`src/design/msr_pkg.sv`:
```
// ----------------------------------------------------------------------------
// msr_pkg
// Types, constants and clamp helpers shared by the servo slew ramp block.
// ----------------------------------------------------------------------------
package msr_pkg;

  localparam int JOINT_COUNT = 6;
  localparam int PW          = 12;   // pulse value width
  localparam int JW          = 3;    // joint index width
  localparam int AW          = 5;    // config byte address width
  localparam int DW          = 32;   // config data width

  localparam logic [PW-1:0] INIT_PULSE = PW'(1500);
  localparam logic [PW-1:0] FAST_STEP  = PW'(2);

  typedef enum logic [1:0] {
    OP_SET_TARGET = 2'd0,
    OP_TICK       = 2'd1,
    OP_SET_POS    = 2'd2,
    OP_NOP        = 2'd3
  } op_t;

  typedef enum logic [2:0] {
    REG_FULL_MIN  = 3'd0,
    REG_FULL_MAX  = 3'd1,
    REG_SLOW_LOW  = 3'd2,
    REG_SLOW_HIGH = 3'd3,
    REG_WIDE_LOW  = 3'd4,
    REG_WIDE_HIGH = 3'd5
  } reg_idx_t;

  typedef enum logic [1:0] {
    CLASS_FULL = 2'd0,
    CLASS_SLOW = 2'd1,
    CLASS_WIDE = 2'd2
  } limit_class_t;

  typedef struct packed {
    logic [PW-1:0] full_min;
    logic [PW-1:0] full_max;
    logic [PW-1:0] slow_zone_low;
    logic [PW-1:0] slow_zone_high;
    logic [PW-1:0] wide_limit_low;
    logic [PW-1:0] wide_limit_high;
  } limits_t;

  // base: full; elbow, wrist: wide; shoulder, thumb, finger: slow zone
  function automatic limit_class_t joint_class(input logic [JW-1:0] j);
    limit_class_t c;
    case (j)
      3'd0:         c = CLASS_FULL;
      3'd2, 3'd3:   c = CLASS_WIDE;
      default:      c = CLASS_SLOW;
    endcase
    return c;
  endfunction

  // Upper limit first, then lower: lower limit wins if the pair is crossed
  function automatic logic [PW-1:0] clamp_to(input logic [PW-1:0] v,
                                             input logic [PW-1:0] lo,
                                             input logic [PW-1:0] hi);
    logic [PW-1:0] r;
    r = (v > hi) ? hi : v;
    r = (r < lo) ? lo : r;
    return r;
  endfunction

  function automatic logic [PW-1:0] clamp_joint(input limit_class_t c,
                                                input limits_t lim,
                                                input logic [PW-1:0] v);
    logic [PW-1:0] r;
    case (c)
      CLASS_FULL: r = clamp_to(v, lim.full_min, lim.full_max);
      CLASS_SLOW: r = clamp_to(v, lim.slow_zone_low, lim.slow_zone_high);
      default:    r = clamp_to(v, lim.wide_limit_low, lim.wide_limit_high);
    endcase
    return r;
  endfunction

endpackage

```
`src/design/msr_in_if.sv`:
```
// ----------------------------------------------------------------------------
// msr_in_if
// Command channel: opcode, joint index and requested pulse value.
// ----------------------------------------------------------------------------
interface msr_in_if
  import msr_pkg::*;
();
  logic          valid;
  logic          ready;
  logic [1:0]    op;
  logic [JW-1:0] joint;
  logic [PW-1:0] value;

  modport source (output valid, output op, output joint, output value, input ready);
  modport sink   (input valid, input op, input joint, input value, output ready);
endinterface

```
`src/design/msr_out_if.sv`:
```
// ----------------------------------------------------------------------------
// msr_out_if
// Result channel: reported joint, its position and target, arrival flags.
// ----------------------------------------------------------------------------
interface msr_out_if
  import msr_pkg::*;
();
  logic          valid;
  logic          ready;
  logic [JW-1:0] joint_out;
  logic [PW-1:0] position;
  logic [PW-1:0] target;
  logic          at_target;
  logic          all_at_target;

  modport source (output valid, output joint_out, output position, output target,
                  output at_target, output all_at_target, input ready);
  modport sink   (input valid, input joint_out, input position, input target,
                  input at_target, input all_at_target, output ready);
endinterface

```
`src/design/msr_joint_step.sv`:
```
// ----------------------------------------------------------------------------
// msr_joint_step
// One slew step of a single joint toward its target, with limit clamping.
// ----------------------------------------------------------------------------
module msr_joint_step
  import msr_pkg::*;
(
  input  limits_t       lim,
  input  limit_class_t  cls,
  input  logic [PW-1:0] cur,
  input  logic [PW-1:0] tgt,
  output logic [PW-1:0] pos_nxt
);

  logic [PW-1:0] goal;
  logic          fast;
  logic [PW-1:0] moved;
  logic [PW-1:0] full_clamped;

  always_comb begin
    goal = clamp_to(tgt, lim.full_min, lim.full_max);
    fast = (cur < lim.slow_zone_low) || (cur > lim.slow_zone_high);
    if (cur < goal) begin
      if (fast) moved = ((goal - cur) >= FAST_STEP) ? cur + FAST_STEP : goal;
      else      moved = cur + PW'(1);
    end else if (cur > goal) begin
      if (fast) moved = ((cur - goal) >= FAST_STEP) ? cur - FAST_STEP : goal;
      else      moved = cur - PW'(1);
    end else begin
      moved = cur;
    end
    // upper limit takes precedence here, unlike the per-joint clamp
    if (moved > lim.full_max)      full_clamped = lim.full_max;
    else if (moved < lim.full_min) full_clamped = lim.full_min;
    else                           full_clamped = moved;
    pos_nxt = clamp_joint(cls, lim, full_clamped);
  end

endmodule

```
`src/design/multi_joint_servo_slew_ramp_unit.sv`:
```
// ----------------------------------------------------------------------------
// multi_joint_servo_slew_ramp_unit
// Six-joint servo slew limiter with APB limit registers.
// ----------------------------------------------------------------------------
// Each accepted command gives exactly one result beat via the input and
// output registers. Commands are taken one per cycle while the output is
// not stalled: an input register feeds a single pass in which all six
// joints step in parallel on a tick and the position/target registers
// update, and an output register holds the result so the next command is
// taken while a result waits. The joint state registers bound the rate.
// Limit registers must only be written while no command is in flight.
module multi_joint_servo_slew_ramp_unit
  import msr_pkg::*;
(
  input  logic           clk,
  input  logic           rst_n,
  msr_in_if.sink         in_ch,
  msr_out_if.source      out_ch,
  input  logic           psel,
  input  logic           penable,
  input  logic           pwrite,
  input  logic [AW-1:0]  paddr,
  input  logic [DW-1:0]  pwdata,
  output logic [DW-1:0]  prdata,
  output logic           pready
);

  // ---------------- configuration ----------------
  limits_t       lim_r;
  logic          cfg_wr;
  reg_idx_t      cfg_idx;

  assign pready  = 1'b1;
  assign cfg_wr  = psel && penable && pwrite && pready;
  assign cfg_idx = reg_idx_t'(paddr[AW-1:2]);

  always_ff @(posedge clk) begin
    if (!rst_n) begin
      lim_r.full_min        <= PW'(0);
      lim_r.full_max        <= PW'(3000);
      lim_r.slow_zone_low   <= PW'(500);
      lim_r.slow_zone_high  <= PW'(2500);
      lim_r.wide_limit_low  <= PW'(250);
      lim_r.wide_limit_high <= PW'(2750);
    end else if (cfg_wr) begin
      case (cfg_idx)
        REG_FULL_MIN:  lim_r.full_min        <= pwdata[PW-1:0];
        REG_FULL_MAX:  lim_r.full_max        <= pwdata[PW-1:0];
        REG_SLOW_LOW:  lim_r.slow_zone_low   <= pwdata[PW-1:0];
        REG_SLOW_HIGH: lim_r.slow_zone_high  <= pwdata[PW-1:0];
        REG_WIDE_LOW:  lim_r.wide_limit_low  <= pwdata[PW-1:0];
        REG_WIDE_HIGH: lim_r.wide_limit_high <= pwdata[PW-1:0];
        default: ;
      endcase
    end
  end

  always_comb begin
    case (cfg_idx)
      REG_FULL_MIN:  prdata = DW'(lim_r.full_min);
      REG_FULL_MAX:  prdata = DW'(lim_r.full_max);
      REG_SLOW_LOW:  prdata = DW'(lim_r.slow_zone_low);
      REG_SLOW_HIGH: prdata = DW'(lim_r.slow_zone_high);
      REG_WIDE_LOW:  prdata = DW'(lim_r.wide_limit_low);
      REG_WIDE_HIGH: prdata = DW'(lim_r.wide_limit_high);
      default:       prdata = '0;
    endcase
  end

  // ---------------- input register ----------------
  logic          s1_valid_r;
  op_t           s1_op_r;
  logic [JW-1:0] s1_joint_r;
  logic [PW-1:0] s1_value_r;
  logic          out_valid_r;
  logic          adv;

  assign adv         = !out_valid_r || out_ch.ready;
  assign in_ch.ready = !s1_valid_r || adv;

  always_ff @(posedge clk) begin
    if (!rst_n) begin
      s1_valid_r <= 1'b0;
    end else if (in_ch.ready) begin
      s1_valid_r <= in_ch.valid;
    end
  end

  always_ff @(posedge clk) begin
    if (in_ch.valid && in_ch.ready) begin
      s1_op_r    <= op_t'(in_ch.op);
      s1_joint_r <= in_ch.joint;
      s1_value_r <= in_ch.value;
    end
  end

  // ---------------- joint state update ----------------
  logic [PW-1:0] pos_r   [JOINT_COUNT];
  logic [PW-1:0] tgt_r   [JOINT_COUNT];
  logic [PW-1:0] pos_nxt [JOINT_COUNT];
  logic [PW-1:0] tgt_nxt [JOINT_COUNT];
  logic [PW-1:0] step_pos[JOINT_COUNT];
  logic          do_upd;

  assign do_upd = s1_valid_r && adv;

  for (genvar k = 0; k < JOINT_COUNT; k++) begin : g_joint
    logic [PW-1:0] set_val;
    logic          hit;

    msr_joint_step u_step (
      .lim     (lim_r),
      .cls     (joint_class(JW'(k))),
      .cur     (pos_r[k]),
      .tgt     (tgt_r[k]),
      .pos_nxt (step_pos[k])
    );

    assign set_val = clamp_joint(joint_class(JW'(k)), lim_r, s1_value_r);
    assign hit     = (s1_joint_r == JW'(k));

    always_comb begin
      pos_nxt[k] = pos_r[k];
      tgt_nxt[k] = tgt_r[k];
      case (s1_op_r)
        OP_TICK:       pos_nxt[k] = step_pos[k];
        OP_SET_TARGET: if (hit) tgt_nxt[k] = set_val;
        OP_SET_POS:    if (hit) pos_nxt[k] = set_val;
        default: ;
      endcase
    end

    always_ff @(posedge clk) begin
      if (!rst_n) begin
        pos_r[k] <= INIT_PULSE;
        tgt_r[k] <= INIT_PULSE;
      end else if (do_upd) begin
        pos_r[k] <= pos_nxt[k];
        tgt_r[k] <= tgt_nxt[k];
      end
    end
  end

  // ---------------- result ----------------
  logic [PW-1:0] rep_pos;
  logic [PW-1:0] rep_tgt;
  logic          rep_at;
  logic          all_at;

  always_comb begin
    rep_pos = '0;
    rep_tgt = '0;
    all_at  = 1'b1;
    for (int k = 0; k < JOINT_COUNT; k++) begin
      if (s1_joint_r == JW'(k)) begin
        rep_pos = pos_nxt[k];
        rep_tgt = tgt_nxt[k];
      end
      if (pos_nxt[k] != tgt_nxt[k]) all_at = 1'b0;
    end
    // out-of-range joint reports zeros, and zero equals zero is not "at target"
    rep_at = (s1_joint_r < JW'(JOINT_COUNT)) && (rep_pos == rep_tgt);
  end

  logic [JW-1:0] out_joint_r;
  logic [PW-1:0] out_pos_r;
  logic [PW-1:0] out_tgt_r;
  logic          out_at_r;
  logic          out_all_r;

  always_ff @(posedge clk) begin
    if (!rst_n) begin
      out_valid_r <= 1'b0;
    end else if (adv) begin
      out_valid_r <= s1_valid_r;
    end
  end

  always_ff @(posedge clk) begin
    if (do_upd) begin
      out_joint_r <= s1_joint_r;
      out_pos_r   <= rep_pos;
      out_tgt_r   <= rep_tgt;
      out_at_r    <= rep_at;
      out_all_r   <= all_at;
    end
  end

  assign out_ch.valid         = out_valid_r;
  assign out_ch.joint_out     = out_joint_r;
  assign out_ch.position      = out_pos_r;
  assign out_ch.target        = out_tgt_r;
  assign out_ch.at_target     = out_at_r;
  assign out_ch.all_at_target = out_all_r;

  // ---------------- assertions ----------------
  a_bad_joint_zero: assert property (@(posedge clk) disable iff (!rst_n)
    out_valid_r && (out_joint_r >= JW'(JOINT_COUNT)) |->
      (out_pos_r == '0) && (out_tgt_r == '0) && !out_at_r)
    else $error("out-of-range joint reported non-zero values");

  a_at_consistent: assert property (@(posedge clk) disable iff (!rst_n)
    out_valid_r && out_at_r |-> (out_pos_r == out_tgt_r))
    else $error("at_target set with position different from target");

  a_s1_held: assert property (@(posedge clk) disable iff (!rst_n)
    s1_valid_r && !adv |=> s1_valid_r && $stable(s1_joint_r) && $stable(s1_value_r))
    else $error("staged command lost while output stalled");

  a_state_frozen: assert property (@(posedge clk) disable iff (!rst_n)
    !do_upd |=> (pos_r[0] == $past(pos_r[0])) && (tgt_r[0] == $past(tgt_r[0])))
    else $error("joint state changed without a command");

endmodule
```
`src/flat_wrapper.sv`:
```
// flat-port wrapper written by rule: the top's interface ports become plain ports
module multi_joint_servo_slew_ramp_unit_flat import msr_pkg::*;
  (clk, rst_n, psel, penable, pwrite, paddr, pwdata, prdata, pready, in_ch_valid, in_ch_op, in_ch_joint, in_ch_value, in_ch_ready, out_ch_valid, out_ch_joint_out, out_ch_position, out_ch_target, out_ch_at_target, out_ch_all_at_target, out_ch_ready);
  msr_in_if in_ch_i ();
  msr_out_if out_ch_i ();
  input  logic clk;
  input  logic rst_n;
  input  logic psel;
  input  logic penable;
  input  logic pwrite;
  input  logic [AW-1:0] paddr;
  input  logic [DW-1:0] pwdata;
  output logic [DW-1:0] prdata;
  output logic pready;
  input wire logic [$bits(in_ch_i.valid)-1:0] in_ch_valid;
  input wire logic [$bits(in_ch_i.op)-1:0] in_ch_op;
  input wire logic [$bits(in_ch_i.joint)-1:0] in_ch_joint;
  input wire logic [$bits(in_ch_i.value)-1:0] in_ch_value;
  output wire logic [$bits(in_ch_i.ready)-1:0] in_ch_ready;
  output wire logic [$bits(out_ch_i.valid)-1:0] out_ch_valid;
  output wire logic [$bits(out_ch_i.joint_out)-1:0] out_ch_joint_out;
  output wire logic [$bits(out_ch_i.position)-1:0] out_ch_position;
  output wire logic [$bits(out_ch_i.target)-1:0] out_ch_target;
  output wire logic [$bits(out_ch_i.at_target)-1:0] out_ch_at_target;
  output wire logic [$bits(out_ch_i.all_at_target)-1:0] out_ch_all_at_target;
  input wire logic [$bits(out_ch_i.ready)-1:0] out_ch_ready;
  assign in_ch_i.valid = in_ch_valid;
  assign in_ch_i.op = in_ch_op;
  assign in_ch_i.joint = in_ch_joint;
  assign in_ch_i.value = in_ch_value;
  assign in_ch_ready = in_ch_i.ready;
  assign out_ch_valid = out_ch_i.valid;
  assign out_ch_joint_out = out_ch_i.joint_out;
  assign out_ch_position = out_ch_i.position;
  assign out_ch_target = out_ch_i.target;
  assign out_ch_at_target = out_ch_i.at_target;
  assign out_ch_all_at_target = out_ch_i.all_at_target;
  assign out_ch_i.ready = out_ch_ready;
  multi_joint_servo_slew_ramp_unit u_core (.clk(clk), .rst_n(rst_n), .in_ch(in_ch_i), .out_ch(out_ch_i), .psel(psel), .penable(penable), .pwrite(pwrite), .paddr(paddr), .pwdata(pwdata), .prdata(prdata), .pready(pready));
endmodule
```
`config.mk`:
```
export PLATFORM = sky130hd
export DESIGN_NAME = multi_joint_servo_slew_ramp_unit_flat
export DESIGN_NICKNAME = d
export VERILOG_FILES = /design/src/design/msr_pkg.sv /design/src/design/msr_in_if.sv /design/src/design/msr_out_if.sv /design/src/design/msr_joint_step.sv /design/src/design/multi_joint_servo_slew_ramp_unit.sv /design/src/flat_wrapper.sv
export SDC_FILE = /design/constraint.sdc
export NUM_CORES = 2
export LEC_CHECK = 0
export BUFFER_PORTS_ARGS = -buffer_cell sky130_fd_sc_hd__clkbuf_2
export CORE_MARGIN = 2
export CORE_UTILIZATION = 30
export DETAILED_ROUTE_END_ITERATION = 7
export PLACE_DENSITY = 0.49
export SLEW_MARGIN = 25
export SYNTH_ARGS = -nofsm -noshare
export SYNTH_HDL_FRONTEND = slang
export SYNTH_SLANG_ARGS = --single-unit
```
`constraint.sdc`:
```
create_clock -name clk -period 15.15 [get_ports clk]
set_input_delay 1.515 -clock clk [delete_from_list [all_inputs] [get_ports clk]]
set_output_delay 1.515 -clock clk [all_outputs]
set_load 0.01 [all_outputs]
```
* After elaboration in Yosys (flattened, before gate mapping)
Memory sizes are Yosys's and may differ from the RTL's.
Cells that the tools add are included.
** Cells by class
- Add/sub/neg operators :: 36
- $mul :: 0
- Divide/modulo/power cells :: 0
- $lt $le $gt $ge :: 79
- Equality and inequality tests :: 19
- Shifts and indexed selects :: 0
- Multiplexer cells :: 132
- Bitwise operators :: 12
- Reduce and logical (&&, ||, !) cells :: 25
** Operators by type and width (count)
- 12-bit 2-to-1 mux :: 120
- 12-bit > comparator :: 33
- 12-bit less-than comparator :: 33
- 12-bit by 2-bit >= comparator with 1-bit output, second input constant :: 12
- 12-bit one-hot mux with 2 select lines :: 6
- 12-bit subtractor :: 12
- 12-bit by 1-bit adder with 12-bit output, second input constant :: 6
- 12-bit by 2-bit adder with 12-bit output, second input constant :: 6
- 12-bit != test :: 6
- 12-bit one-hot mux with 6 select lines :: 1
- 12-bit by 1-bit subtractor with 12-bit output, second input constant :: 6
- 12-bit by 2-bit subtractor with 12-bit output, second input constant :: 6
- 12-bit equality test :: 1
- 3-bit by 2-bit equality test with 1-bit output, second input constant :: 4
- 3-bit equality test, second input constant :: 4
- 1-bit OR :: 12
- 2-bit AND reduction :: 6
- 1-bit logical OR :: 8
- 3-bit by 1-bit equality test with 1-bit output, second input constant :: 2
- 3-bit zero test :: 2
- 1-bit logical AND :: 5
- 1-bit 2-to-1 mux :: 5
- 5-bit OR reduction :: 1
- 3-bit less-than comparator, second input constant :: 1
- 4 further kinds :: 5
** Word-level totals
- Register bits after elaboration :: 120
- Bits in latches :: 0
- Bits in writable memories :: 144
- Bits in read-only memories :: 0
- Bits of input ports :: 61
- Logic and storage cells :: 321
- Memories kept :: 2
** Memory list
- u_core.pos_r :: words 6, bits a word 12, read ports 6, clocked after memory_dff 0, wr ports 6, line multi_joint_servo_slew_ramp_unit.sv:98 : logic [PW-1:0] pos_r [JOINT_COUNT];
- u_core.tgt_r :: words 6, bits a word 12, read ports 6, clocked after memory_dff 0, wr ports 6, line multi_joint_servo_slew_ramp_unit.sv:99 : logic [PW-1:0] tgt_r [JOINT_COUNT];

* Depth between registers and ports, before layout
An unclocked memory read counts as a cell.
- Word-level depth :: 27
- Depth in mapped cells :: 79

* Hierarchy
From an unflattened synthesis, not the netlist that was laid out.
** Unflattened totals
- Cell total of the unflattened synthesis :: 9048
- Area total of the unflattened synthesis :: 66795.3 um^2
** Modules (own cells, without submodules)
- msr_joint_step (u_core.g_joint[2].u_step ...) :: times used 3, cells each 1165, area each 8030.2 um^2, seq. area each 0.0 um^2
- multi_joint_servo_slew_ramp_unit :: times used 1, cells each 2114, area each 18799.3 um^2, seq. area each 7186.9 um^2
- msr_joint_step (u_core.g_joint[0].u_step) :: times used 1, cells each 1159, area each 8142.8 um^2, seq. area each 0.0 um^2
- msr_joint_step (u_core.g_joint[1].u_step) :: times used 1, cells each 1156, area each 8081.5 um^2, seq. area each 0.0 um^2
- msr_joint_step (u_core.g_joint[3].u_step) :: times used 1, cells each 1124, area each 7681.1 um^2, seq. area each 0.0 um^2

* Worst setup path after synthesis
No wires, ideal clock.
- Path type :: register to register
- From :: reg u_core.lim_r[53] (netlist name)
- To :: reg u_core.out_at_r (netlist: u_core.out_ch.at_target) (data pin)
- Setup time :: 0.170 ns
- Arrival time :: 16.354 ns
- Slack :: -1.374 ns
- Cell stages (with the launch flop) :: 70
- Period minus slack after synthesis :: 16.524 ns
- Cells stage by stage :: dfxtp_1 > clkbuf_1 > inv_1 > ha_1 > a211oi_1 > nor2_1 > o31ai_1 > clkbuf_1 > clkbuf_1 > o21ai_0 > ha_1 > o21ai_0 > a2111oi_0 > o21ai_0 > a311o_1 > nand2_1 > buf_1 > mux2_2 > [34 not listed] > a31o_2 > a21o_1 > ha_1 > a21o_1 > a21oi_1 > o21ai_0 > nor4b_1 > nor2b_1 > nand4_1 > and3_1 > o21ai_0 > a31oi_1 > a221o_1 > a211oi_2 > nor2_1 > or4_1 > or4_1 > nor4_2
** On the way
- Cells in the longest elaborated chain, start to end :: 26
- Elaborated cells between the ends (all ways) :: 171
** RTL lines
- from (decl) :: line multi_joint_servo_slew_ramp_unit.sv:29 : limits_t lim_r;
- 12-bit > comparator :: line msr_pkg.sv:63 : r = (v > hi) ? hi : v;
- 12-bit 2-to-1 mux :: line msr_pkg.sv:63
- 12-bit less-than comparator :: line msr_pkg.sv:64 : r = (r < lo) ? lo : r;
- 12-bit 2-to-1 mux :: line msr_pkg.sv:64
- 12-bit subtractor :: line msr_joint_step.sv:27 : if (fast) moved = ((cur - goal) >= FAST_STEP) ? cur - FAST_STEP : goal;
- 12-bit by 2-bit >= comparator with 1-bit output :: line msr_joint_step.sv:27
- 12-bit 2-to-1 mux (2 in series) :: line msr_joint_step.sv:27
- 12-bit 2-to-1 mux :: line msr_joint_step.sv:26 : end else if (cur > goal) begin
- [5 not listed]
- 12-bit 2-to-1 mux :: line msr_pkg.sv:63
- 12-bit less-than comparator :: line msr_pkg.sv:64
- 12-bit 2-to-1 mux :: line msr_pkg.sv:64
- 12-bit one-hot mux with 2 select lines :: line multi_joint_servo_slew_ramp_unit.sv:125 : case (s1_op_r)
- 12-bit 2-to-1 mux (6 in series) :: line multi_joint_servo_slew_ramp_unit.sv:155 : if (s1_joint_r == JW'(k)) begin
- 12-bit equality test * :: line multi_joint_servo_slew_ramp_unit.sv:162 : rep_at = (s1_joint_r < JW'(JOINT_COUNT)) && (rep_pos == rep_tgt);
- 1-bit logical AND * :: line multi_joint_servo_slew_ramp_unit.sv:162
- via u_core.rep_at :: line multi_joint_servo_slew_ramp_unit.sv:147 : logic rep_at;
- to (signal assigned) :: line multi_joint_servo_slew_ramp_unit.sv:184 : out_at_r <= rep_at;
- to (decl) :: line multi_joint_servo_slew_ramp_unit.sv:168 : logic out_at_r;
The timed path passes the listed nets; every way through them passes the cells marked *.
A chain may end at the register's enable or synchronous reset.

* Worst setup path in the final report
- From :: reg u_core.lim_r[49] (netlist name)
- To :: reg u_core.out_all_r (netlist: u_core.out_ch.all_at_target) (data pin)
** On the way
- Cells in the longest elaborated chain, start to end :: 20
- Elaborated cells between the ends (all ways) :: 165
** RTL lines
- 12-bit > comparator :: line msr_pkg.sv:63
- 12-bit 2-to-1 mux :: line msr_pkg.sv:63
- 12-bit less-than comparator :: line msr_pkg.sv:64
- 12-bit 2-to-1 mux :: line msr_pkg.sv:64
- 12-bit subtractor :: line msr_joint_step.sv:27
- 12-bit by 2-bit >= comparator with 1-bit output :: line msr_joint_step.sv:27
- 12-bit 2-to-1 mux (2 in series) :: line msr_joint_step.sv:27
- 12-bit 2-to-1 mux :: line msr_joint_step.sv:26
- [3 not listed]
- 12-bit 2-to-1 mux :: line msr_joint_step.sv:33 : if (moved > lim.full_max) full_clamped = lim.full_max;
- 12-bit > comparator :: line msr_pkg.sv:63
- 12-bit 2-to-1 mux :: line msr_pkg.sv:63
- 12-bit less-than comparator :: line msr_pkg.sv:64
- 12-bit 2-to-1 mux :: line msr_pkg.sv:64
- 12-bit one-hot mux with 2 select lines :: line multi_joint_servo_slew_ramp_unit.sv:125
- 12-bit != test :: line multi_joint_servo_slew_ramp_unit.sv:159 : if (pos_nxt[k] != tgt_nxt[k]) all_at = 1'b0;
- 5-bit OR reduction (no line) / 1-bit 2-to-1 mux (equally long branches)
- to (signal assigned) :: line multi_joint_servo_slew_ramp_unit.sv:185 : out_all_r <= all_at;
- to (decl) :: line multi_joint_servo_slew_ramp_unit.sv:169 : logic out_all_r;
Parallel ways exist; a longest one is shown, timed or not.

==> metrics list <==
- Outcome: complete, but fails checks
* Failing checks: setup timing
- Core footprint: 178000 µm²
* Worst-margin pin slew: 1221 ps
* Area share of the largest cell type after synthesis: 18.47%
- The synthesized netlist devotes 31.67% of its cell area to compound gates.
- Post-layout instance count excluding filler cells: 11320
- Clock Skew: 47.38 ps
- CTS tree: built
* Detailed Place HPWL: 289.2 mm
- Data arrives at the worst endpoint at 15630 ps.
- After layout, the worst path uses 100.4% of the clock period.
* Top cell type by total area after synthesis: sky130_fd_sc_hd__ha_1
- The cell area that synthesis handed to floorplanning was 53640 µm².
- STA puts the critical path data required time at 15570 ps.
* Unique cell type count in the Yosys netlist: 126
- Setup repair after global routing could not meet its margin everywhere.
- The number of clock buffers added by TritonCTS is 39.
- The synthesized netlist devotes 18.92% of its cell area to adder and majority cells.
- The via count of the first global-routing pass came to 65780.
* Switching component of the power: 4.920 mW
- Switching share of total power: 49.10%
* Most Frequent Cell on Critical Path: sky130_fd_sc_hd__buf_4
- Once the floorplan was initialized, standard cells occupied 30.13% of the core.
- Initial detailed-routing violation count: 8717
- Final hold violation count: 0
- Fraction of layout cells with a size suffix above 1: 32.65%
* Post-layout util: 42.36%
- Dividing the detail-routed via count by the number of cells gives 6.271.
- In the post-route analysis, the smallest setup slack over all paths is -53.37 ps.
- In the synthesized netlist the dominant register cell turns out to be sky130_fd_sc_hd__edfxtp_1.
- Die Y: 426.8 µm
- Bufs on Longest Clock Path: 3
- The number of hold buffers added after CTS was 0.
- The die is 426.8 µm wide.
- The average instance in the mapped netlist occupies 7.490 µm².
* Top-level port count: 125
- Final Max Tran Viols: 0
* Slowest-stage cell, CP: sky130_fd_sc_hd__o32a_1
* Dominant cells by area after synthesis: sky130_fd_sc_hd__ha_1 (18%), sky130_fd_sc_hd__edfxtp_1 (11%), sky130_fd_sc_hd__a21oi_1 (5.0%)
- Total wirelength of the detailed-routed design: 373.4 mm
- In this run the tool buffered the top-level ports with 81 buffer cells.
- Register area share after synthesis: 13.40%
- The synthesized netlist devotes 22.27% of its cell area to simple gates.
* Setup violators final: 1
- Slowest stage delay, CP: 430 ps
- Clk slew on worst S/H paths: 70 ps
* Placed Instances: 11110
- Critical Path Sink Type: flip-flop
- Setup Total Neg Slack: -53.37 ps
* Global-route wire length before repair: 508.1 mm
* Total number of placement rows: 155
* Cell area after layout: 75420 µm²
- The tightest min-delay check is of the flip-flop to flip-flop type.
- Final critical-path required period: 15200 ps
- Sequential cells account for 8.6% of the total power.
- The H-tree generated during clock tree synthesis spans 2 levels.
* Mux share of post-synthesis cell area: 5.827%
* GP Congestion: 1.093
- WL per Instance: 32.97 µm
- Combinational group share of total power: 82.0%
- Once detail routing completed, the nets flagged for antenna violations numbered 0.
* Synth Instances: 7161
* Tot Pwr: 10.02 mW
- Total of max-cap violations: 0
- Derived from the worst setup path, the maximum achievable clock frequency is 0.06577 GHz.
* Clock root buffer master: sky130_fd_sc_hd__clkbuf_16
- Ys async rst share: 0%
- The internal portion of the total power is 5.100 mW.
- Maximum number of pins on one net before global-route repair: 66
- Leak pwr: 32.49 nW
- Remaining global-route overflow: 0
- Worst slew slack as a fraction of its limit: 18.08%
- Number of warning messages in the yosys log: 0
- For this design the ratio of total power to cell area is 132.9 nW/µm².
* Type of origin of the critical path: flip-flop
- The floorplan step defined a die boundary enclosing 182200 µm².
* Post-Synth XOR/XNOR Area: 2.382%
* Dominant combinational cell family by area after synthesis: compound AO/OA/AOI/OAI gates
* Via total after detailed routing: 71020
- Net count, final: 9783
- Max FO, Critical Path: 11
* Remaining design rule violation count: 0
- The first detailed-routing pass ran for 8 iterations.
- Overall routing resource usage: 39.07%
- Clock latency on the worst-skew pair: 660 ps
- Antenna violations before repair: 40
- Count of flip-flops with a built-in enable after synthesis: 190
* Worst voltage drop across the vdd grid: 0.09830 mV
* Total cell area at the placement stage: 70110 µm²
- Post-synthesis sequential element count: 264
* Total number of clock tree sinks: 264
- Kind of critical path: flip-flop to flip-flop
* Clock Power Share: 9.4%
- Compared with the post-synthesis result, the final layout area differs by 40.60%.
## power groups by stage
stage | logic, mW | registers, mW | clock network [mW]
floorplan | 3.54 | 0.853 | 0
global placement | 7.22 | 0.873 | 0
detailed placement | 7.26 | 0.872 | 0
CTS | 7.52 | 0.858 | 0.944
global route | 8.72 | 0.861 | 0.963
finish | 8.22 | 0.862 | 0.943
## stage by stage
stage | setup slack (ps) | hold slack (ps)
2_1_floorplan | 8.663 | 469.4
3_3_place_gp | -1609 | 437.2
3_5_place_dp | -1725 | 439.9
4_1_cts | 2.219 | 452.2
5_1_grt | -562.1 | 470.7
6_report | -53.37 | 449.0
## layer usage
metal  vias to the layer above  wire (µm)  global-route usage [%]
met3                      1021      39620                   9.690
met1                     34600     153200                   51.46
met4                        24      26090                   22.37
li1                      31030          -                       -
met5                         -        156                       0
met2                      4338     154300                   57.63
## layout make-up
cell class	instances	area [µm²]
diodes	22	55.05
clock buffers	50	1057
clock inverters	20	166.4
fillers	18410	102600
inverters	349	1330
multi-input cells	6172	46650
flip-flops and latches	264	7201
well taps	2355	2947
repair buffers	2092	16010
## state kept, by name, indices dropped and copies added, names as in the netlist
| name | count |
|---|---|
| u_core.out_ch.at_target | 1 |
| u_core.out_ch.all_at_target | 1 |
| u_core.s1_valid_r | 1 |
| u_core.pos_r | 72 |
| u_core.s1_joint_r | 3 |
| u_core.out_ch.joint_out | 3 |
| u_core.s1_op_r | 2 |
| u_core.tgt_r | 72 |
| u_core.lim_r | 72 |
| u_core.out_ch.target | 12 |
| u_core.out_ch.position | 12 |
| u_core.out_ch.valid | 1 |
| u_core.s1_value_r | 12 |
## critical path: cells and delay by family, from the launching register on
family / cells / cell delay (ps)
AO/OA/AOI/OAI: 26 / 5020
XOR/XNOR: 1 / 180
adder cells (fa/ha/maj): 6 / 1710
buffers and inverters: 19 / 3030
flip-flops: 1 / 340
multiplexers: 2 / 550
AND/OR/NAND/NOR: 20 / 4130
## synth_stat cells (30+ instances only)
| cell type | number |
|---|---|
| sky130_fd_sc_hd__ha_1 | 792 |
| sky130_fd_sc_hd__nand2_1 | 701 |
| sky130_fd_sc_hd__a21oi_1 | 536 |
| sky130_fd_sc_hd__nor2_1 | 529 |
| sky130_fd_sc_hd__o21ai_0 | 494 |
| sky130_fd_sc_hd__inv_1 | 331 |
| sky130_fd_sc_hd__clkbuf_1 | 308 |
| sky130_fd_sc_hd__nand3_1 | 214 |
| sky130_fd_sc_hd__nand4_1 | 196 |
| sky130_fd_sc_hd__edfxtp_1 | 190 |
| sky130_fd_sc_hd__nor3_1 | 172 |
| sky130_fd_sc_hd__mux2i_1 | 157 |
| sky130_fd_sc_hd__o211ai_1 | 155 |
| sky130_fd_sc_hd__a21o_1 | 148 |
| sky130_fd_sc_hd__mux2_2 | 126 |
| sky130_fd_sc_hd__nor2b_1 | 107 |
| sky130_fd_sc_hd__a31oi_1 | 101 |
| sky130_fd_sc_hd__xnor2_1 | 101 |
| sky130_fd_sc_hd__a211oi_1 | 100 |
| sky130_fd_sc_hd__nand2b_1 | 93 |
| sky130_fd_sc_hd__o21a_1 | 91 |
| sky130_fd_sc_hd__o22ai_1 | 77 |
| sky130_fd_sc_hd__dfxtp_1 | 74 |
| sky130_fd_sc_hd__or3_1 | 74 |
| sky130_fd_sc_hd__o31ai_1 | 72 |
| sky130_fd_sc_hd__and2_1 | 69 |
| sky130_fd_sc_hd__o221ai_1 | 58 |
| sky130_fd_sc_hd__a21boi_0 | 52 |
| sky130_fd_sc_hd__nor4_1 | 51 |
| sky130_fd_sc_hd__xor2_1 | 43 |
| sky130_fd_sc_hd__a211o_1 | 41 |
| sky130_fd_sc_hd__and3_1 | 41 |
| sky130_fd_sc_hd__a221oi_1 | 39 |
| sky130_fd_sc_hd__a22oi_1 | 39 |
| sky130_fd_sc_hd__o2111ai_1 | 39 |
| sky130_fd_sc_hd__or2_2 | 37 |
| sky130_fd_sc_hd__o31a_1 | 34 |
| sky130_fd_sc_hd__a31o_2 | 33 |
| sky130_fd_sc_hd__buf_2 | 31 |
| sky130_fd_sc_hd__a2111oi_0 | 30 |
## cell usage in the layout (no fill, tap or decap), drive strengths merged, types with 71 or more instances in the layout
| master | Yosys | routed |
|---|---|---|
| nand3 | 214 | 214 |
| nand2b | 94 | 94 |
| dfxtp | 74 | 74 |
| a21oi | 538 | 538 |
| edfxtp | 190 | 190 |
| a21o | 148 | 148 |
| a31oi | 102 | 102 |
| nor3 | 174 | 174 |
| mux2i | 157 | 157 |
| inv | 334 | 336 |
| o31ai | 77 | 77 |
| clkbuf | 308 | 131 |
| o211ai | 156 | 156 |
| nand4 | 196 | 196 |
| and2 | 70 | 71 |
| a211oi | 104 | 104 |
| nor2 | 533 | 533 |
| o21ai | 520 | 520 |
| xnor2 | 102 | 102 |
| nand2 | 703 | 703 |
| ha | 792 | 792 |
| nor2b | 107 | 107 |
| o22ai | 77 | 77 |
| or3 | 75 | 75 |
| mux2 | 128 | 128 |
| buf | 88 | 2010 |
| o21a | 93 | 93 |
## path summary, 6_finish.rpt
check | cells after the start | startpoint | slack, ps | to
max | 74 | u_core.lim_r[49] | -50 | u_core.out_ch.all_at_target
min | 0 | u_core.s1_joint_r[0] | 450 | u_core.out_ch.joint_out[0]
max reg2reg | 74 | u_core.lim_r[49] | -50 | u_core.out_ch.all_at_target
min reg2reg | 0 | u_core.s1_joint_r[0] | 450 | u_core.out_ch.joint_out[0]
## cells by family (layout without fill, tap and decap cells)
group                    count (synthesis)  in the layout
other                                    2             43
AO/OA/AOI/OAI                         2488           2488
XOR/XNOR                               145            145
multiplexers                           290            290
buffers and inverters                  745           2511
adder cells (fa/ha/maj)                804            804
AND/OR/NAND/NOR                       2423           2424
flip-flops                             264            264
## repair_timing
action | CTS | global route
resized for setup | 204 | 493
setup endpoints to repair | 9 | 17
cloned | 1 | 1
buffers inserted | 35 | 84
pin swaps | 60 | 223
Note: power is estimated with default switching activity, not from simulation.
